<file path="config.mk">
export PLATFORM = sky130hd
export DESIGN_NAME = frame_range_script_parser_unit
export DESIGN_NICKNAME = d
export VERILOG_FILES = /design/src/rtl/frsp_pkg.sv /design/src/rtl/frsp_line_finish.sv /design/src/rtl/frame_range_script_parser_unit.sv
export SDC_FILE = /design/constraint.sdc
export NUM_CORES = 1
export LEC_CHECK = 0
export BUFFER_PORTS_ARGS = -buffer_cell sky130_fd_sc_hd__buf_2
export CORE_ASPECT_RATIO = 0.75
export CORE_UTILIZATION = 41
export DETAILED_ROUTE_END_ITERATION = 6
export PLACE_DENSITY = 0.57
export SYNTH_ARGS = -nofsm -noshare
export SYNTH_HDL_FRONTEND = slang
export SYNTH_SLANG_ARGS = --single-unit
</file>
<file path="constraint.sdc">
create_clock -name i_clk -period 10.91 [get_ports i_clk]
set_input_delay 1.091 -clock i_clk [delete_from_list [all_inputs] [get_ports i_clk]]
set_output_delay 1.091 -clock i_clk [all_outputs]
set_load 0.03 [all_outputs]
</file>
<file path="src/rtl/frsp_pkg.sv">
`timescale 1ns / 1ps

package frsp_pkg;

    localparam logic [7:0]  CH_TAB    = 8'h09;
    localparam logic [7:0]  CH_LF     = 8'h0A;
    localparam logic [7:0]  CH_VT     = 8'h0B;
    localparam logic [7:0]  CH_FF     = 8'h0C;
    localparam logic [7:0]  CH_CR     = 8'h0D;
    localparam logic [7:0]  CH_SPACE  = 8'h20;
    localparam logic [7:0]  CH_COMMA  = 8'h2C;
    localparam logic [7:0]  CH_HYPHEN = 8'h2D;
    localparam logic [7:0]  CH_ZERO   = 8'h30;
    localparam logic [7:0]  CH_NINE   = 8'h39;
    localparam logic [7:0]  CH_NEL    = 8'h85;
    localparam logic [7:0]  CH_NBSP   = 8'hA0;

    localparam logic [30:0] SAT_MAX     = 31'h7fff_ffff;
    localparam logic [30:0] DELAY_FLOOR = 31'd10;

    // Number slots inside a line.
    localparam logic [2:0]  NUM_START = 3'd0;
    localparam logic [2:0]  NUM_END   = 3'd1;
    localparam logic [2:0]  NUM_DELAY = 3'd2;
    localparam logic [2:0]  BAD_OFFS  = 3'd3;

    typedef enum logic [2:0] {
        ST_OK          = 3'd0,
        ST_FIELD_COUNT = 3'd1,
        ST_BAD_FRAME   = 3'd2,
        ST_BAD_START   = 3'd3,
        ST_BAD_END     = 3'd4,
        ST_BAD_DELAY   = 3'd5
    } t_status;

    typedef struct packed {
        logic        nonempty;
        logic        has_text;
        logic        space_pending;
        logic [1:0]  part_count;
        logic        part_open;
        logic        hyphen_seen;
        logic [30:0] start_accum;
        logic [30:0] end_accum;
        logic [30:0] delay_accum;
        logic [5:0]  digit_flags;
    } t_line;

    typedef struct packed {
        t_status     status;
        logic [15:0] first_frame;
        logic [15:0] final_frame;
        logic [30:0] delay_value;
    } t_result;

    function automatic logic is_ws(logic [7:0] c);
        return c inside {CH_TAB, CH_VT, CH_FF, CH_SPACE, CH_NEL, CH_NBSP};
    endfunction

    // One character of a line after whitespace collapsing.
    function automatic t_line feed_char(t_line s, logic [7:0] c);
        t_line       r;
        logic [2:0]  w;
        logic        take;
        logic [30:0] a;
        logic [34:0] v;
        logic [7:0]  d;
        r    = s;
        w    = NUM_START;
        take = 1'b0;
        a    = '0;
        v    = '0;
        d    = c - CH_ZERO;
        if (c == CH_COMMA) begin
            r.part_open = 1'b0;
        end else begin
            if (!r.part_open) begin
                r.part_open = 1'b1;
                if (r.part_count != 2'd3) begin
                    r.part_count = r.part_count + 2'd1;
                end
            end
            if (r.part_count == 2'd1) begin
                if (c == CH_HYPHEN && !r.hyphen_seen) begin
                    r.hyphen_seen = 1'b1;
                end else begin
                    take = 1'b1;
                    w    = r.hyphen_seen ? NUM_END : NUM_START;
                end
            end else if (r.part_count == 2'd2) begin
                take = 1'b1;
                w    = NUM_DELAY;
            end
        end
        if (take) begin
            r.digit_flags[w] = 1'b1;
            if (c inside {[CH_ZERO:CH_NINE]}) begin
                case (w)
                    NUM_START: a = r.start_accum;
                    NUM_END:   a = r.end_accum;
                    default:   a = r.delay_accum;
                endcase
                v = {4'b0, a} * 35'd10 + {27'b0, d};
                if (v > {4'b0, SAT_MAX}) begin
                    a = SAT_MAX;
                end else begin
                    a = v[30:0];
                end
                case (w)
                    NUM_START: r.start_accum = a;
                    NUM_END:   r.end_accum   = a;
                    default:   r.delay_accum = a;
                endcase
            end else begin
                r.digit_flags[w + BAD_OFFS] = 1'b1;
            end
        end
        return r;
    endfunction

endpackage

</file>
<file path="src/rtl/frsp_line_finish.sv">
`timescale 1ns / 1ps

module frsp_line_finish (
    input  frsp_pkg::t_line   i_line,
    input  logic [15:0]       i_max_frame,
    output frsp_pkg::t_result o_result
);

    logic        start_ok;
    logic        end_ok;
    logic        delay_ok;
    logic [15:0] start_clamped;
    logic [15:0] end_clamped;

    function automatic logic [15:0] clamp_frame(logic [30:0] v, logic [15:0] m);
        logic [15:0] c;
        c = (v > {15'b0, m}) ? m : v[15:0];
        return (c == 16'd0) ? 16'd0 : c - 16'd1;
    endfunction

    assign start_ok = i_line.digit_flags[frsp_pkg::NUM_START]
                      && !i_line.digit_flags[frsp_pkg::NUM_START + frsp_pkg::BAD_OFFS];
    assign end_ok   = i_line.digit_flags[frsp_pkg::NUM_END]
                      && !i_line.digit_flags[frsp_pkg::NUM_END + frsp_pkg::BAD_OFFS];
    assign delay_ok = i_line.digit_flags[frsp_pkg::NUM_DELAY]
                      && !i_line.digit_flags[frsp_pkg::NUM_DELAY + frsp_pkg::BAD_OFFS];

    assign start_clamped = clamp_frame(i_line.start_accum, i_max_frame);
    assign end_clamped   = clamp_frame(i_line.end_accum, i_max_frame);

    always_comb begin
        o_result = '0;
        if (i_line.part_count != 2'd2) begin
            o_result.status = frsp_pkg::ST_FIELD_COUNT;
        end else if (!i_line.hyphen_seen && !start_ok) begin
            o_result.status = frsp_pkg::ST_BAD_FRAME;
        end else if (i_line.hyphen_seen && !start_ok) begin
            o_result.status = frsp_pkg::ST_BAD_START;
        end else if (i_line.hyphen_seen && !end_ok) begin
            o_result.status = frsp_pkg::ST_BAD_END;
        end else if (!delay_ok) begin
            o_result.status = frsp_pkg::ST_BAD_DELAY;
        end else begin
            o_result.status      = frsp_pkg::ST_OK;
            o_result.first_frame = start_clamped;
            o_result.final_frame = i_line.hyphen_seen ? end_clamped : start_clamped;
            o_result.delay_value = (i_line.delay_accum < frsp_pkg::DELAY_FLOOR)
                                   ? frsp_pkg::DELAY_FLOOR : i_line.delay_accum;
        end
    end

endmodule

</file>
<file path="src/rtl/frame_range_script_parser_unit.sv">
`timescale 1ns / 1ps

// Animation script parser. Script bytes arrive one word per cycle on the
// input channel (i_in_valid / o_in_stall, payload i_ch and i_end_of_script).
// CR or LF closes a line; i_end_of_script closes an unterminated last line.
// Every nonempty line, even whitespace only, gives one result word on the
// output channel (o_out_valid / i_out_stall): a status code and, for a good
// line, the zero-based frame range and the delay. Empty lines give nothing.
// max_frame is written through i_cfg_valid / i_cfg_data; o_cfg_ready is
// always high, and writes are expected only while the parser is idle.
// A byte accepted into the input register (r_ch) is processed from there
// while the output is free; a finished line's result word is then
// registered in the result register (r_result) and held until taken.
// Throughput: one byte per cycle while o_in_stall is low, set by the
// combinational line update (one multiply by ten and add per byte) between
// the input and result registers.
// While the output word is held by i_out_stall, the parser holds its
// current byte and raises o_in_stall; nothing is lost or repeated.
// Synchronous reset (i_rst_n low) empties both registers, clears the line
// state and sets max_frame to 1.

module frame_range_script_parser_unit (
    input  logic        i_clk,
    input  logic        i_rst_n,

    input  logic        i_in_valid,
    output logic        o_in_stall,
    input  logic [7:0]  i_ch,
    input  logic        i_end_of_script,

    output logic        o_out_valid,
    input  logic        i_out_stall,
    output logic [2:0]  o_status,
    output logic [15:0] o_first_frame,
    output logic [15:0] o_final_frame,
    output logic [30:0] o_delay_value,

    input  logic        i_cfg_valid,
    output logic        o_cfg_ready,
    input  logic [15:0] i_cfg_data
);

    logic              r_in_valid;
    logic [7:0]        r_ch;
    logic              r_eos;
    logic [15:0]       r_max_frame;
    frsp_pkg::t_line   r_line;
    frsp_pkg::t_line   n_line;
    logic              r_out_valid;
    frsp_pkg::t_result r_result;

    frsp_pkg::t_line   stepped;
    frsp_pkg::t_line   fin_src;
    frsp_pkg::t_result fin_result;
    logic              out_free;
    logic              advance;
    logic              is_eol;
    logic              line_end;
    logic              do_finish;

    assign out_free   = !r_out_valid || !i_out_stall;
    assign advance    = r_in_valid && out_free;
    assign o_in_stall = r_in_valid && !out_free;
    assign o_cfg_ready = 1'b1;

    assign is_eol   = (r_ch == frsp_pkg::CH_CR) || (r_ch == frsp_pkg::CH_LF);
    assign line_end = is_eol || r_eos;

    always_comb begin
        stepped = r_line;
        if (!is_eol) begin
            stepped.nonempty = 1'b1;
            if (frsp_pkg::is_ws(r_ch)) begin
                if (r_line.has_text) begin
                    stepped.space_pending = 1'b1;
                end
            end else begin
                // A collapsed space is fed ahead of the byte that follows it.
                if (r_line.space_pending) begin
                    stepped = frsp_pkg::feed_char(stepped, frsp_pkg::CH_SPACE);
                    stepped.space_pending = 1'b0;
                end
                stepped = frsp_pkg::feed_char(stepped, r_ch);
                stepped.has_text = 1'b1;
            end
        end
    end

    // On a line break the line so far is finished; at end of script with no
    // break, the line including this byte is.
    assign fin_src   = is_eol ? r_line : stepped;
    assign do_finish = line_end && fin_src.nonempty;
    assign n_line    = line_end ? '0 : stepped;

    frsp_line_finish u_finish (
        .i_line      (fin_src),
        .i_max_frame (r_max_frame),
        .o_result    (fin_result)
    );

    always_ff @(posedge i_clk) begin
        if (!i_rst_n) begin
            r_in_valid  <= 1'b0;
            r_out_valid <= 1'b0;
            r_line      <= '0;
            r_max_frame <= 16'd1;
        end else begin
            if (!o_in_stall) begin
                r_in_valid <= i_in_valid;
            end
            if (advance) begin
                r_line <= n_line;
            end
            if (out_free) begin
                r_out_valid <= advance && do_finish;
            end
            if (i_cfg_valid && o_cfg_ready) begin
                r_max_frame <= i_cfg_data;
            end
        end
    end

    always_ff @(posedge i_clk) begin
        if (!o_in_stall) begin
            r_ch  <= i_ch;
            r_eos <= i_end_of_script;
        end
        if (advance && do_finish) begin
            r_result <= fin_result;
        end
    end

    assign o_out_valid   = r_out_valid;
    assign o_status      = r_result.status;
    assign o_first_frame = r_result.first_frame;
    assign o_final_frame = r_result.final_frame;
    assign o_delay_value = r_result.delay_value;

`ifndef SYNTHESIS
    a_err_zero_payload: assert property (@(posedge i_clk) disable iff (!i_rst_n)
        (o_out_valid && o_status != frsp_pkg::ST_OK) |->
        (o_first_frame == 16'd0 && o_final_frame == 16'd0 && o_delay_value == 31'd0))
        else $error("error result carries a nonzero payload");

    a_delay_floor: assert property (@(posedge i_clk) disable iff (!i_rst_n)
        (o_out_valid && o_status == frsp_pkg::ST_OK) |->
        (o_delay_value >= frsp_pkg::DELAY_FLOOR))
        else $error("delay below floor");

    a_frame_clamp: assert property (@(posedge i_clk) disable iff (!i_rst_n)
        (o_out_valid && o_status == frsp_pkg::ST_OK && r_max_frame != 16'd0) |->
        (o_first_frame < r_max_frame && o_final_frame < r_max_frame))
        else $error("frame beyond max_frame");

    a_status_range: assert property (@(posedge i_clk) disable iff (!i_rst_n)
        o_out_valid |-> (o_status <= frsp_pkg::ST_BAD_DELAY))
        else $error("status code out of range");

    a_line_cleared: assert property (@(posedge i_clk) disable iff (!i_rst_n)
        (advance && line_end) |=> (!r_line.nonempty && r_line.part_count == 2'd0))
        else $error("line state not cleared at end of line");
`endif

endmodule

</file>
==> impl_metrics.json <==
{
  "postLayoutSetupSlackWorst_ps": 417,
  "grt_start_max_net_pins": 90,
  "combPwrFrac": 0.234,
  "relSlewSlack": 0.206,
  "p_seq_frac": 0.414,
  "post-place-ws_ps": -394,
  "synth-edff-count": 75,
  "fin_crit_sh": 0.962,
  "portBuffers": 97,
  "startpoint_type": "register",
  "syn_inst": 1848,
  "rows": 61,
  "die_w_um": 228,
  "p_total_uw": 1910,
  "status": "finished clean",
  "period_needed_ps": 10490,
  "grt_pass1_wl_um": 83300,
  "dieArea_um2": 39000,
  "holdWs_ps": 504,
  "finalHoldViolCount": 0,
  "ys_seq_area_frac": 0.303,
  "vias": 14900,
  "tns_ps": 0,
  "setup_viol": 0,
  "fin_skew_ps": 14.6,
  "hold_path.class": "register to register",
  "syn_area_um2": 15600,
  "path_class": "register to register",
  "cts_tree": "yes",
  "final_nets": 2102,
  "switching_share": 0.344,
  "powerDensity_nw_per_um2": 107,
  "drc": 0,
  "die_h_um": 171,
  "worstPathMaxFanout": 36,
  "core_um2": 37300,
  "ir_drop_uv": 119,
  "slowest_stage": "a2111oi_4",
  "cp.arrival_ps": 10810,
  "postRouteAntennaNets": 0,
  "cap_violations": 0,
  "grtUsageTotal": 0.282,
  "drt-total-wl_um": 54700,
  "netSwitchingPower_uw": 657,
  "synth_flop_cell": "dfxtp_1",
  "yosys_register_bits": 199,
  "multiInputGateArea_um2": 10400,
  "internal_power_uw": 1250,
  "dr.pass1.iters": 6,
  "via_per_inst": 6.04,
  "tightest_slew_ps": 1190,
  "cts-root-buf": "clkbuf_16",
  "fin_util": 0.476,
  "max_stage_delay_ps": 650,
  "critPathCaptureType": "register",
  "fillers": 3585,
  "worst_skew_pair.late_latency_ps": 480,
  "synth.distinct_cells": 113,
  "syn_nets": 1997,
  "clk_pin_slew_ps": 80,
  "pin_count": 99,
  "cts_buffer_depth": 2,
  "numCtsBuffers": 17,
  "p_leak_uw": 0.00727,
  "gp_congestion": 0.964,
  "clock.fmax_mhz": 95.3,
  "cts.sinks": 199,
  "drtIter0Drc": 1888,
  "path_common_cell": "ha_1",
  "worstPathRequired_ps": 11220,
  "register_area_um2": 4730,
  "htree_levels": 4,
  "wire_per_inst_um": 22.2,
  "n_antenna_cell": 0,
  "slew_viol_final": 0,
  "drive_gt1_frac": 0.167,
  "area_growth_pct": 13.6,
  "grt_pass1_vias": 13500,
  "antenna_found_initial": 0,
  "ys_warn_count": 0,
  "synth_async_sr_flop_share": 0,
  "start_util": 0.419,
  "grt-ovfl-total": 0,
  "syn_avg_cell_area_um2": 8.47,
  "p_clk_frac": 0.353,
  "dp_hpwl_um": 42300
}
[final cells by class]
| cell class | instances | share of cell area |
|---|---|---|
| Clock buffer | 17 | 0.0239 |
| Clock inverter | 15 | 0.0110 |
| Inverter | 57 | 0.0120 |
| Multi-Input combinational cell | 1488 | 0.583 |
| Sequential cell | 199 | 0.266 |
| Tap cell | 504 | 0.0355 |
| Timing Repair Buffer | 189 | 0.0673 |
| Timing Repair inverter | 1 | 0.000422 |
[layer usage]
| metal | track usage | vias up | share of wire |
|---|---|---|---|
| li1 | - | 6983 | - |
| met1 | 0.459 | 7256 | 0.50 |
| met2 | 0.371 | 626 | 0.39 |
| met3 | 0.0485 | 46 | 0.092 |
| met4 | 0.0604 | 0 | 0.013 |
| met5 | 0 | - | 0 |
[power by group through the flow]
stage          Combinational, uW  Clock (uW)  Sequential [uW]
2_1_floorplan                282           0              810
3_3_place_gp                 424           0              806
3_5_place_dp                 426           0              806
4_1_cts                      429         677              789
5_1_grt                      476         704              792
6_report                     446         673              790
[critical path: cells and delay by family (launching register included)]
| family | cells | cell delay (ps) |
|---|---|---|
| and+or+nand+nor | 16 | 3780 |
| AOI/OAI and AO/OA | 13 | 2930 |
| adders and majority gates | 7 | 1710 |
| buffers and inverters | 8 | 1440 |
| DFF | 1 | 440 |
[cell usage after synthesis, types with 34 or more instances]
| master | count | area [um2] |
|---|---|---|
| nor2_1 | 176 | 661 |
| a22oi_1 | 114 | 856 |
| nand2_1 | 128 | 480 |
| nor3_1 | 34 | 170 |
| inv_1 | 55 | 206 |
| xnor2_1 | 52 | 455 |
| dfxtp_1 | 124 | 2480 |
| a21oi_1 | 109 | 546 |
| nor2b_1 | 138 | 863 |
| o21ai_0 | 85 | 425 |
| ha_1 | 117 | 1460 |
| and2_1 | 40 | 250 |
| clkbuf_1 | 75 | 282 |
| edfxtp_1 | 75 | 2250 |
[cell usage in the layout (no fill, tap or decap), types with 7 or more instances in the layout]
cell and count:
a21o_1 22, nor2b_1 138, or2_2 11, a31oi_1 21
o22ai_1 10, a21oi_1 99, inv_1 55, o211a_1 8
mux2i_1 33, clkbuf_16 17, buf_2 97, nor2_1 172
nor4_1 20, nor3b_1 8, a22o_1 7, o211ai_1 13
ha_1 116, nand4_1 29, or3_1 18, a21oi_2 15
xnor2_1 52, nand3_1 28, clkinv_8 7, xor2_1 28
and3_1 16, nor3_1 34, nand2b_1 19, o21a_1 14
o31ai_1 12, o21ai_0 83, dfxtp_1 124, o21ai_1 19
edfxtp_1 75, buf_4 90, a22oi_1 114, a211oi_1 9
nand2_1 127, and2_1 40
[per-stage QoR]
stage	cell area [um2]	cells
floorplan	15600	1848
global placement	16900	2421
detailed placement	16900	2421
CTS	17600	2454
global route	17800	2470
finish	17800	2470
[cell families after synthesis]
| logic type | share of synthesized area |
|---|---|
| XOR/XNOR | 0.0458 |
| multiplexers | 0.0254 |
| adder cells (fa/ha/maj) | 0.0961 |
| AO/OA/AOI/OAI | 0.242 |
| buffers and inverters | 0.0445 |
| other | 0.000240 |
| flip-flops | 0.303 |
| AND/OR/NAND/NOR | 0.244 |
[what timing repair did]
| item | 4_1_cts | 5_1_grt |
|---|---|---|
| setup buffers | 1 | 15 |
| resized for setup | 6 | 21 |
| gates cloned | 0 | 1 |
| pin swaps | 1 | 13 |
| setup endpoints to repair | 17 | 24 |
| hold buffers | 0 | 0 |
[registers in the layout, summed over array words and instances (netlist names)]
register and cells:
r_in_valid 1, o_delay_value 31, r_max_frame 16, r_ch 8
o_first_frame 16, r_line 106, o_final_frame 16, o_status 3
o_out_valid 1, r_eos 1
[worst paths after layout]
| check | start | end | slack, ps | cells after the start |
|---|---|---|---|---|
| worst max-delay path | r_ch[4] | o_final_frame[8] | 420 | 44 |
| worst min-delay path | r_line[104] | r_line[104] | 500 | 2 |
| worst max register to register | r_ch[4] | o_final_frame[8] | 420 | 44 |
| worst min register to register | r_line[104] | r_line[104] | 500 | 2 |
(Power assumes the default switching activity.)
